## src/dcrf_pkg.sv

```systemverilog
`default_nettype none

package dcrf_pkg;

   localparam int DRIVES_DEFAULT = 4;

   // register offsets
   localparam logic [3:0] OFF_SECT_HI  = 4'd1;
   localparam logic [3:0] OFF_SECT_MID = 4'd2;
   localparam logic [3:0] OFF_SECT_LO  = 4'd3;
   localparam logic [3:0] OFF_DMA_HI   = 4'd4;
   localparam logic [3:0] OFF_DMA_MID  = 4'd5;
   localparam logic [3:0] OFF_DMA_LO   = 4'd6;
   localparam logic [3:0] OFF_COUNT    = 4'd7;
   localparam logic [3:0] OFF_STATUS   = 4'd8;

   // command bytes
   localparam logic [7:0] CMD_SELECT_MAX = 8'h0F;
   localparam logic [7:0] CMD_SIZE_128   = 8'h10;
   localparam logic [7:0] CMD_SIZE_256   = 8'h11;
   localparam logic [7:0] CMD_SIZE_512   = 8'h12;
   localparam logic [7:0] CMD_SIZE_1024  = 8'h13;
   localparam logic [7:0] CMD_READ       = 8'h20;
   localparam logic [7:0] CMD_WRITE      = 8'h21;
   localparam logic [7:0] CMD_MOUNT      = 8'h22;
   localparam logic [7:0] CMD_UNMOUNT    = 8'h23;
   localparam logic [7:0] CMD_SEEK_LAST  = 8'h24;
   localparam logic [7:0] CMD_SEEK_END   = 8'h25;
   localparam logic [7:0] CMD_ERR_SYNC   = 8'h80;

   localparam logic [7:0] STATUS_NO_DRIVE = 8'h80;

   typedef struct packed {
      logic        action;
      logic [3:0]  offset;
      logic [7:0]  write_data;
      logic        mount_ok;
      logic [31:0] medium_size;
      logic        medium_fault;
   } req_item_type;

   typedef struct packed {
      logic [7:0]  read_data;
      logic        dma_start;
      logic [23:0] dma_start_address;
      logic [17:0] dma_bytes;
      logic        dma_to_disk;
   } rsp_item_type;

   typedef struct packed {
      logic [31:0] sector_pointer;
      logic [23:0] dma_pointer;
      logic [7:0]  sector_total;
      logic [1:0]  size_code;
      logic [31:0] medium_bytes;
      logic        mounted_flag;
      logic        writable_flag;
      logic        error_flag;
   } drive_entry_type;

   localparam drive_entry_type DRIVE_RESET = '{
      sector_pointer: 32'd0,
      dma_pointer:    24'd0,
      sector_total:   8'd1,
      size_code:      2'd2,
      medium_bytes:   32'd0,
      mounted_flag:   1'b0,
      writable_flag:  1'b0,
      error_flag:     1'b1
   };

endpackage

`default_nettype wire

```

## src/disk_controller_register_file.sv

```systemverilog
// Byte-wide register window for up to NUM_DRIVES disk drives. Offsets 1-3 hold the
// selected drive's sector pointer bits 23:0 (high to low byte), 4-6 its 24-bit
// DMA pointer, 7 its sector count, and 8 reads status / takes commands on writes.
// Every access returns exactly one rsp item: read_data for reads (0 for writes) and,
// for a transfer command that passes its mounted / writable / bounds / fault
// checks, a DMA request (dma_start with start address, byte count, direction).
// The block takes one item per cycle while the output is not stalled; an
// accepted item passes through stage 1 and then the output register. The
// per-drive state memory has a registered read: an item reads its drive's
// entry at acceptance, a write item writes it back as it leaves stage 1, and an
// item that follows on the same drive takes the written-back entry by forwarding,
// so back-to-back accesses to one drive never stall. Per-drive entries start at
// their reset value through a valid bit per drive; no clearing pass is needed.
// The csr port holds mount_writable (reset 1) and is always ready.
`default_nettype none

module disk_controller_register_file
   import dcrf_pkg::*;
#(
   parameter int NUM_DRIVES = DRIVES_DEFAULT
) (
   input  wire           clock,
   input  wire           reset,
   input  wire           req_valid,
   output logic          req_ready,
   input  wire req_item_type req_item,
   output logic          rsp_valid,
   input  wire           rsp_ready,
   output rsp_item_type  rsp_item,
   input  wire           csr_valid,
   output logic          csr_ready,
   input  wire           csr_data
);

   localparam int         DRV_W = (NUM_DRIVES > 1) ? $clog2(NUM_DRIVES) : 1;
   localparam logic [4:0] NDRV  = 5'(NUM_DRIVES);

   // configuration
   logic mount_writable_ff;

   // selected drive, updated as soon as a select command is accepted
   logic [3:0] sel_drive_ff, sel_drive_in;

   // per-drive state memory and its valid bits
   drive_entry_type            mem [NUM_DRIVES];
   logic [NUM_DRIVES-1:0]      vld_ff;

   // stage 1: item whose entry has been read
   logic            s1_vld_ff;
   req_item_type    s1_item_ff;
   logic [3:0]      s1_drv_ff;
   drive_entry_type rd_ff;
   logic            rd_vld_ff, rd_vld_in;
   logic            fwd_ff;
   drive_entry_type fwd_ent_ff;

   // output register
   logic         rsp_vld_ff;
   rsp_item_type rsp_item_ff, rsp_item_in;

   logic            accept;
   logic            out_free;
   logic            s1_adv;
   logic            s1_exists;
   logic            wr_en;
   logic            fwd;
   logic [DRV_W-1:0] rd_addr;
   logic [DRV_W-1:0] wr_addr;
   drive_entry_type cur;
   drive_entry_type nxt;

   // transfer arithmetic
   logic [17:0] xfer_bytes;
   logic [41:0] xfer_start;
   logic        xfer_beyond;
   logic        xfer_fail;
   logic        to_disk;
   logic [31:0] last_sect;
   logic [7:0]  cmd;
   logic [7:0]  status;

   assign csr_ready = 1'b1;

   always_ff @(posedge clock) begin
      if (reset) begin
         mount_writable_ff <= 1'b1;
      end else if (csr_valid) begin
         mount_writable_ff <= csr_data;
      end
   end

   // handshake: stage 1 drains into the output register when it has room
   assign out_free  = !rsp_vld_ff || rsp_ready;
   assign s1_adv    = s1_vld_ff && out_free;
   assign req_ready = !s1_vld_ff || out_free;
   assign accept    = req_valid && req_ready;
   assign rsp_valid = rsp_vld_ff;
   assign rsp_item  = rsp_item_ff;

   // drive select takes effect at acceptance so the next item reads the new drive
   always_comb begin
      sel_drive_in = sel_drive_ff;
      if (accept && req_item.action && req_item.offset == OFF_STATUS &&
          req_item.write_data <= CMD_SELECT_MAX) begin
         sel_drive_in = req_item.write_data[3:0];
      end
   end

   always_ff @(posedge clock) begin
      if (reset) begin
         sel_drive_ff <= 4'd0;
      end else begin
         sel_drive_ff <= sel_drive_in;
      end
   end

   assign rd_addr   = sel_drive_ff[DRV_W-1:0];
   assign wr_addr   = s1_drv_ff[DRV_W-1:0];
   assign s1_exists = {1'b0, s1_drv_ff} < NDRV;
   assign wr_en     = s1_adv && s1_exists && s1_item_ff.action;
   // forward the entry being written back when the next item hits the same drive
   assign fwd       = wr_en && (s1_drv_ff == sel_drive_ff);
   assign rd_vld_in = ({1'b0, sel_drive_ff} < NDRV) ? vld_ff[rd_addr] : 1'b0;

   // registered read; hold the forwarded entry beside it
   always_ff @(posedge clock) begin
      if (accept) begin
         rd_ff      <= mem[rd_addr];
         rd_vld_ff  <= rd_vld_in;
         fwd_ff     <= fwd;
         fwd_ent_ff <= nxt;
         s1_item_ff <= req_item;
         s1_drv_ff  <= sel_drive_ff;
      end
   end

   always_ff @(posedge clock) begin
      if (reset) begin
         s1_vld_ff <= 1'b0;
      end else if (accept) begin
         s1_vld_ff <= 1'b1;
      end else if (s1_adv) begin
         s1_vld_ff <= 1'b0;
      end
   end

   // write back the modified entry
   always_ff @(posedge clock) begin
      if (wr_en) begin
         mem[wr_addr] <= nxt;
      end
   end

   always_ff @(posedge clock) begin
      if (reset) begin
         vld_ff <= '0;
      end else if (wr_en) begin
         vld_ff[wr_addr] <= 1'b1;
      end
   end

   // an entry never written reads as the reset entry
   assign cur = fwd_ff ? fwd_ent_ff : (rd_vld_ff ? rd_ff : DRIVE_RESET);
   assign cmd = s1_item_ff.write_data;

   // sizes in bytes: shift by size_code + 7
   assign xfer_bytes  = (18'(cur.sector_total) << 7) << cur.size_code;
   assign xfer_start  = (42'(cur.sector_pointer) << 7) << cur.size_code;
   assign xfer_beyond = ({1'b0, xfer_start} + 43'(xfer_bytes)) > 43'(cur.medium_bytes);
   assign to_disk     = (cmd == CMD_WRITE);
   assign xfer_fail   = !cur.mounted_flag || (to_disk && !cur.writable_flag) ||
                        xfer_beyond || s1_item_ff.medium_fault;
   assign last_sect   = (cur.medium_bytes >> 7) >> cur.size_code;
   assign status      = {cur.error_flag, cur.writable_flag, cur.size_code, s1_drv_ff};

   // modify: new entry and result of the item in stage 1
   always_comb begin
      nxt         = cur;
      rsp_item_in = '0;
      if (!s1_item_ff.action) begin
         if (s1_item_ff.offset == OFF_STATUS) begin
            rsp_item_in.read_data = s1_exists ? status : STATUS_NO_DRIVE;
         end else if (s1_exists) begin
            case (s1_item_ff.offset)
               OFF_SECT_HI:  rsp_item_in.read_data = cur.sector_pointer[23:16];
               OFF_SECT_MID: rsp_item_in.read_data = cur.sector_pointer[15:8];
               OFF_SECT_LO:  rsp_item_in.read_data = cur.sector_pointer[7:0];
               OFF_DMA_HI:   rsp_item_in.read_data = cur.dma_pointer[23:16];
               OFF_DMA_MID:  rsp_item_in.read_data = cur.dma_pointer[15:8];
               OFF_DMA_LO:   rsp_item_in.read_data = cur.dma_pointer[7:0];
               OFF_COUNT:    rsp_item_in.read_data = cur.sector_total;
               default:      rsp_item_in.read_data = 8'd0;
            endcase
         end
      end else begin
         unique case (s1_item_ff.offset)
            OFF_SECT_HI:  nxt.sector_pointer[23:16] = cmd;
            OFF_SECT_MID: nxt.sector_pointer[15:8]  = cmd;
            OFF_SECT_LO:  nxt.sector_pointer[7:0]   = cmd;
            OFF_DMA_HI:   nxt.dma_pointer[23:16]    = cmd;
            OFF_DMA_MID:  nxt.dma_pointer[15:8]     = cmd;
            OFF_DMA_LO:   nxt.dma_pointer[7:0]      = cmd;
            OFF_COUNT:    nxt.sector_total          = cmd;
            OFF_STATUS: begin
               unique case (cmd) inside
                  [CMD_SIZE_128:CMD_SIZE_1024]: begin
                     nxt.size_code = cmd[1:0];
                  end
                  CMD_READ, CMD_WRITE: begin
                     if (xfer_fail) begin
                        nxt.error_flag = 1'b1;
                     end else begin
                        rsp_item_in.dma_start         = s1_exists;
                        rsp_item_in.dma_start_address = cur.dma_pointer;
                        rsp_item_in.dma_bytes         = xfer_bytes;
                        rsp_item_in.dma_to_disk       = to_disk && s1_exists;
                        nxt.dma_pointer    = cur.dma_pointer + 24'(xfer_bytes);
                        nxt.sector_pointer = cur.sector_pointer + 32'(cur.sector_total);
                     end
                  end
                  CMD_MOUNT: begin
                     // drop, then remount from the sampled medium
                     nxt.sector_pointer = 32'd0;
                     if (s1_item_ff.mount_ok && s1_item_ff.medium_size != 32'd0) begin
                        nxt.error_flag    = 1'b0;
                        nxt.mounted_flag  = 1'b1;
                        nxt.writable_flag = mount_writable_ff;
                        nxt.medium_bytes  = s1_item_ff.medium_size;
                     end else begin
                        nxt.error_flag    = 1'b1;
                        nxt.mounted_flag  = 1'b0;
                        nxt.writable_flag = 1'b0;
                        nxt.medium_bytes  = 32'd0;
                     end
                  end
                  CMD_UNMOUNT: begin
                     if (cur.mounted_flag) begin
                        nxt.mounted_flag  = 1'b0;
                        nxt.writable_flag = 1'b0;
                        nxt.error_flag    = 1'b1;
                        nxt.medium_bytes  = 32'd0;
                     end
                  end
                  CMD_SEEK_LAST: nxt.sector_pointer = last_sect - 32'd1;
                  CMD_SEEK_END:  nxt.sector_pointer = last_sect;
                  CMD_ERR_SYNC:  nxt.error_flag     = !cur.mounted_flag;
                  default: ;
               endcase
            end
            default: ;
         endcase
      end
      // a missing drive yields no DMA request
      if (!s1_exists) begin
         rsp_item_in.dma_start_address = 24'd0;
         rsp_item_in.dma_bytes         = 18'd0;
      end
   end

   always_ff @(posedge clock) begin
      if (s1_adv) begin
         rsp_item_ff <= rsp_item_in;
      end
   end

   always_ff @(posedge clock) begin
      if (reset) begin
         rsp_vld_ff <= 1'b0;
      end else if (s1_adv) begin
         rsp_vld_ff <= 1'b1;
      end else if (rsp_ready) begin
         rsp_vld_ff <= 1'b0;
      end
   end

endmodule

`default_nettype wire
```

## config.mk

```make
export PLATFORM = sky130hd
export DESIGN_NAME = disk_controller_register_file
export DESIGN_NICKNAME = d
export VERILOG_FILES = /design/src/dcrf_pkg.sv /design/src/disk_controller_register_file.sv
export SDC_FILE = /design/constraint.sdc
export NUM_CORES = 1
export LEC_CHECK = 0
export ABC_AREA = 1
export BUFFER_PORTS_ARGS = -buffer_cell sky130_fd_sc_hd__buf_2
export CAP_MARGIN = 20
export CELL_PAD_IN_SITES_DETAIL_PLACEMENT = 0
export CELL_PAD_IN_SITES_GLOBAL_PLACEMENT = 1
export CORE_MARGIN = 5
export CORE_UTILIZATION = 54
export CTS_CLUSTER_SIZE = 24
export DETAILED_ROUTE_END_ITERATION = 6
export PLACE_DENSITY = 0.86
export SYNTH_ARGS = -nofsm -noshare
export SYNTH_HDL_FRONTEND = slang
export SYNTH_SLANG_ARGS = --single-unit
export TNS_END_PERCENT = 30
```

## constraint.sdc

```tcl
create_clock -name clock -period 12.8 [get_ports clock]
set_input_delay 0 -clock clock [delete_from_list [all_inputs] [get_ports clock]]
set_output_delay 0 -clock clock [all_outputs]
set_load 0.02 [all_outputs]
```

Word-level counts from Yosys, hierarchy flattened
Memory sizes are Yosys's and may differ from the RTL's. A register that Yosys moved wholly into a read port is not among the register bits.
Index checks and enable logic that the tools add are counted.
{ "classes": {"add_sub_neg": 4, "n_lt_le_gt_ge": 9, "n_eq_ne": 17, "shift": 3, "mux": 35, "n_bitwise": 5, "reduce_logical": 28} }
{ "op_table": {"columns": ["cell", "count"], "rows": [
  ["101-bit two-way mux", 3],
  ["32-bit case mux with 4 select lines", 1],
  ["8-bit case mux with 2 select lines", 6],
  ["35-bit two-way mux", 2],
  ["34-bit case mux with 2 select lines", 1],
  ["56-bit two-way mux", 1],
  ["8-bit case mux with 7 select lines", 1],
  ["8-bit by 6-bit == test with 1-bit output (second input constant)", 6],
  ["42-bit by 18-bit adder with 43-bit output", 1],
  ["43-bit by 32-bit > comparator with 1-bit output", 1],
  ["39-bit by 2-bit << shifter with 42-bit output", 1],
  ["8-bit two-way mux", 5],
  ["37-bit two-way mux", 1],
  ["32-bit by 8-bit adder with 32-bit output", 1],
  ["32-bit nonzero test", 1],
  ["25-bit by 2-bit >> shifter with 32-bit output", 1],
  ["32-bit by 1-bit subtractor with 32-bit output (second input constant)", 1],
  ["24-bit by 18-bit adder with 24-bit output", 1],
  ["24-bit two-way mux", 1],
  ["15-bit by 2-bit << shifter with 18-bit output", 1],
  ["4-bit by 3-bit == test with 1-bit output (second input constant)", 4],
  ["1-bit logical AND", 13],
  ["1-bit two-way mux", 9],
  ["4-bit by 2-bit == test with 1-bit output (second input constant)", 2],
  ["22 further kinds", 36]
]} }
{ "totals": {"reg_bits": 217, "mem_bits_rw": 404, "inputBits": 53, "output_inout_bits": 55, "memories": 1} }
{ "memory_table": {"columns": ["name", "words", "width", "rd", "rd_clocked_by_memory_dff", "write_ports", "line_no", "source"], "rows": [
  ["mem", 4, 101, 1, 1, 1, "disk_controller_register_file.sv:45", "drive_entry_type mem [NUM_DRIVES];"]
]} }

Logic depth before layout (Yosys ltp)
{ "depth": {"word_depth": 11, "mapped_depth": 45, "ltp_nobuf": 40} }

Least setup slack after synthesis
Ideal clock, no wire load.
{ "synth_timing": {"kind": "flip-flop to flip-flop", "startpoint": "register s1_drv_ff[2]", "endpoint": "memory mem[1][0] in the netlist's numbering, enable pin", "setup_ns": 0.688, "arrival_time_ns": 7.898, "t_required_ns": 12.112, "slack_ns": 4.214, "path_stages_with_launch": 6, "cell_sequence": "edfxtp_1 nor2_1 inv_1 nor3_1 inv_1 nor3_1"} }
{ "synth_via": {"elab_chain_cells": 5} }
{ "synth_lines": {"columns": ["element", "line_no", "source"], "rows": [
  ["start, declared", "disk_controller_register_file.sv:51", "logic [3:0] s1_drv_ff;"],
  ["start signal, assigned", "disk_controller_register_file.sv:133", "s1_drv_ff <= sel_drive_ff;"],
  ["4-bit by 3-bit less-than comparator with 1-bit output", "disk_controller_register_file.sv:119", "assign s1_exists = {1'b0, s1_drv_ff} < NDRV;"],
  ["1-bit logical AND (2 in a row)", "disk_controller_register_file.sv:120", "assign wr_en = s1_adv && s1_exists && s1_item_ff.action;"],
  ["1-bit two-way mux", "disk_controller_register_file.sv:149", "if (wr_en) begin"],
  ["1-bit two-way mux (implied by the code)", "disk_controller_register_file.sv:150", "mem[wr_addr] <= nxt;"],
  ["end, declared", "disk_controller_register_file.sv:45", null]
]} }
Every way passes these cells.

Worst setup path in the final report
{ "layout_timing": {"startpoint": "register rd_vld_ff", "endpoint": "register rsp_item_ff (netlist bit rsp_item[17]), data pin"} }
{ "layout_via": {"elab_chain_cells": 8} }
{ "layout_lines": {"columns": ["element", "line_no", "source"], "rows": [
  ["start, declared", "disk_controller_register_file.sv:53", "logic rd_vld_ff, rd_vld_in;"],
  ["start signal, assigned", "disk_controller_register_file.sv:129", "rd_vld_ff <= rd_vld_in;"],
  ["101-bit two-way mux (2 in a row)", "disk_controller_register_file.sv:163", "assign cur = fwd_ff ? fwd_ent_ff : (rd_vld_ff ? rd_ff : DRIVE_RESET);"],
  ["15-bit by 2-bit << shifter with 18-bit output", "disk_controller_register_file.sv:167", "assign xfer_bytes = (18'(cur.sector_total) << 7) << cur.size_code;"],
  ["via xfer_bytes[14]", "disk_controller_register_file.sv:73", "logic [17:0] xfer_bytes;"],
  ["42-bit by 18-bit adder with 43-bit output", "disk_controller_register_file.sv:169", "assign xfer_beyond = ({1'b0, xfer_start} + 43'(xfer_bytes)) > 43'(cur.medium_bytes);"],
  ["43-bit by 32-bit > comparator with 1-bit output", "disk_controller_register_file.sv:169", null],
  ["1-bit logical OR", "disk_controller_register_file.sv:171", "assign xfer_fail = !cur.mounted_flag || (to_disk && !cur.writable_flag) ||"],
  ["1-bit logical OR", "disk_controller_register_file.sv:172", "xfer_beyond || s1_item_ff.medium_fault;"],
  ["5-bit OR reduction (no line)", null, null],
  ["end signal, assigned", "disk_controller_register_file.sv:262", "rsp_item_ff <= rsp_item_in;"],
  ["end, declared", "disk_controller_register_file.sv:59", "rsp_item_type rsp_item_ff, rsp_item_in;"]
]} }
The timed path passes the listed nets, and every way through them passes these cells.
A chain may end at the register's enable or synchronous reset.

==> impl_metrics.json <==
{
  "grt_overflow": 0,
  "num-nets-final": 3727,
  "p_int_w": 0.00398,
  "cpPeakStageDelay_ns": 0.93,
  "peakVddDrop_mv": 0.173,
  "seqPwrFrac_pct": 50.2,
  "grt_pass1_wl_um": 159000,
  "fin_crit_ns": 8.59,
  "antenna_found_initial": 1,
  "crit_buf_inv": 3,
  "dp_hpwl_um": 70100,
  "async_flop_share_pct": 0,
  "clkSlewWorstSetupHoldPaths_ns": 0.06,
  "netlist_instances": 3523,
  "ys_top_cells_by_area": "edfxtp_1, nand2_1, o21ai_0, nor2_1, inv_1",
  "antenna_left": 0,
  "reg2reg_depth": 31,
  "cts_buffers": 74,
  "end_kind": "register",
  "dpl_worst_slack_ns": 4.42,
  "p_clk_share_pct": 39.2,
  "slew_headroom_pct": 24.6,
  "cpMaxStageDelayCell": "edfxtp_1",
  "worstReg2RegEnd": "rsp_item[17]",
  "fillers": 5210,
  "via_per_inst": 5.99,
  "drc": 0,
  "fmax_ghz": 0.116,
  "vias": 27156,
  "crit_start": "rd_vld_ff",
  "clk_latency_ns": 0.65,
  "ys_ff_latch": 715,
  "synth_cell_types": 63,
  "drv_slew": 0,
  "cts_tree": "built",
  "synth_area_per_cell_sq_um": 9.99,
  "hold_viol": 0,
  "synth_edf_count": 704,
  "p_switching_w": 0.00133,
  "first_pass_iters": 6,
  "num_io_pins": 108,
  "synth_warnings": 0,
  "cts_root_buf": "clkbuf_16",
  "required_ns": 13.24,
  "drive_gt1_share_pct": 10.7,
  "yosysMostFrequentCell": "nand2_1",
  "area_growth_pct": 11.4,
  "hold_path_depth": 2,
  "status": "completed",
  "drtIter0Drc": 3184,
  "skew_ns": 0.0572,
  "routabilityCongestion": 0.980,
  "r2r-start": "rd_vld_ff",
  "hp-class": "input port to register",
  "setup_total_negative_slack_ns": 0,
  "start_util_pct": 54.6,
  "syn_area_sq_mm": 0.0352,
  "cp_common_cell": "nand2_1",
  "reg2reg_setup_slack_ns": 4.21,
  "startpoint_type": "register",
  "rsz0062_at_grt": "false",
  "worstPathMaxFanout": 41,
  "synthFlopType": "edfxtp_1",
  "arrival_ns": 9.03,
  "period_share_pct": 67.1,
  "crit_type": "register to register",
  "setup_viol": 0,
  "pwr-share-comb_pct": 10.6,
  "io_buffers": 99,
  "max_slew.worst_pin.slew_ns": 1.13,
  "power_density_mw_per_mm2": 135,
  "post_drt_wl_per_cell_um": 23.3,
  "grt_pass1_vias": 26350,
  "synthTopCellsByCount": "nand2_1, edfxtp_1, nor2_1, inv_1, o21ai_0",
  "drv_cap": 0,
  "cts-resized-gates": 0,
  "die-area_sq_mm": 0.0704,
  "grt_max_degree": 120,
  "clock-sinks": 715,
  "swShare_pct": 25.0,
  "design.core.area_sq_mm": 0.0645,
  "yosys.area.top_type": "edfxtp_1",
  "critical_path.top_delay_family": "simple AND/OR/NAND/NOR gates",
  "die_y_um": 265,
  "dieWidth_um": 265,
  "routed_wl_um": 106000,
  "min_to": "s1_item_ff[2]",
  "hold_path.startpoint": "req_item[2]",
  "rows": 93,
  "grt_usage_pct": 29.4,
  "yosysSeqAreaShare_pct": 60.7,
  "total_power_w": 0.00531,
  "clk_path_buf_depth": 3,
  "setup_slack_ns": 4.21,
  "synth_top_area_share_pct": 60.1,
  "p_leak_nw": 15.3,
  "h-tree-depth": 3
}
layout by cell type, fill, tap and decap left out, types with 51 or more instances in the layout:
cell,count
a21oi_1,70
buf_2,99
clkbuf_16,74
dlygate4sd3_1,52
edfxtp_1,704
ha_1,51
inv_1,334
nand2_1,727
nand3_1,143
nor2_1,372
o21ai_0,310
o22ai_1,177
timing repair:
action / in CTS / in global routing
setup buffers: 0 / 0
endpoints found under the hold margin: 58 / 0
hold buffers: 52 / 0
metrics by stage:
stage | utilization, % | instances | hold slack [ns] | cell area (sq um)
3_3_place_gp | 56.3 | 4349 | 0.177 | 36300
5_1_grt | 60.8 | 4535 | 0.0518 | 39200
6_report | 60.8 | 4536 | 0.0593 | 39200
2_1_floorplan | - | 3529 | 0.0989 | 35200
3_5_place_dp | 56.3 | 4349 | 0.178 | 36300
4_1_cts | 60.8 | 4535 | 0.0372 | 39200
sequential cells by signal, summed over array words and instances, names as in the netlist:
register,cells
mount_writable_ff,1
rsp_item,45
s1_vld_ff,1
rd_vld_ff,1
rsp_valid,1
rd_ff,101
s1_item_ff,39
mem,404
fwd_ff,1
vld_ff,4
fwd_ent_ff,101
s1_drv_ff,4
sel_drive_ff,4
cmd,8
worst reg2reg max path: cells and delay by family (launching register included):
family	cells	cell delay [ns]
compound gates	4	1.28
simple gates	21	4.44
flops	1	0.93
fa+ha+maj	2	0.65
buf+inv	3	0.94
xor+xnor	1	0.16
how the worst max path moves through the flow:
stage	end	slack (ns)	cells past startpoint
after floorplan	mem[1][0]	4.21	5
after global placement	rsp_item[17]	4.60	31
after detailed placement	rsp_item[17]	4.42	30
after CTS	rsp_item[8]	4.39	30
after global routing	rsp_item[8]	3.43	33
final	rsp_item[17]	4.21	31
power groups by stage:
stage	clock [W]	combinational (W)	sequential, W
2_1_floorplan	0	0.000358	0.00272
3_3_place_gp	0	0.000532	0.00271
3_5_place_dp	0	0.000536	0.00271
4_1_cts	0.00210	0.000551	0.00267
5_1_grt	0.00221	0.000613	0.00267
6_report	0.00208	0.000561	0.00267
final cells by class:
type                       count  area, sq um  area share (%)
timing repair buffer         194         1350            3.45
multi-input combinational   2278        11600            29.7
clock buffer                  92         1950            4.97
clock inverter                42          440            1.12
sequential                   715        21400            54.5
inverter                     359         1360            3.47
antenna                        1         2.50         0.00639
tap                          855         1070            2.73
cells by family (layout without fill, tap and decap cells):
family | Yosys count | count (layout) | share of synthesized area [%]
simple gates | 1427 | 1427 | 17.2
compound gates | 748 | 748 | 12.8
flops | 715 | 715 | 60.7
buf+inv | 536 | 687 | 6.39
fa+ha+maj | 52 | 52 | 1.87
xor+xnor | 41 | 41 | 1.02
other cells | 2 | 9 | 0.0213
mux | 2 | 2 | 0.0569
routing by layer:
layer | global-route usage, % | wire [um] | vias to the layer above
li1 | - | - | 12515
met1 | 41.4 | 44800 | 13210
met2 | 47.7 | 49500 | 1243
met3 | 4.22 | 7900 | 186
met4 | 9.80 | 3470 | 2
met5 | 0 | 13 | -
Note: power is estimated with default switching activity, not from simulation.
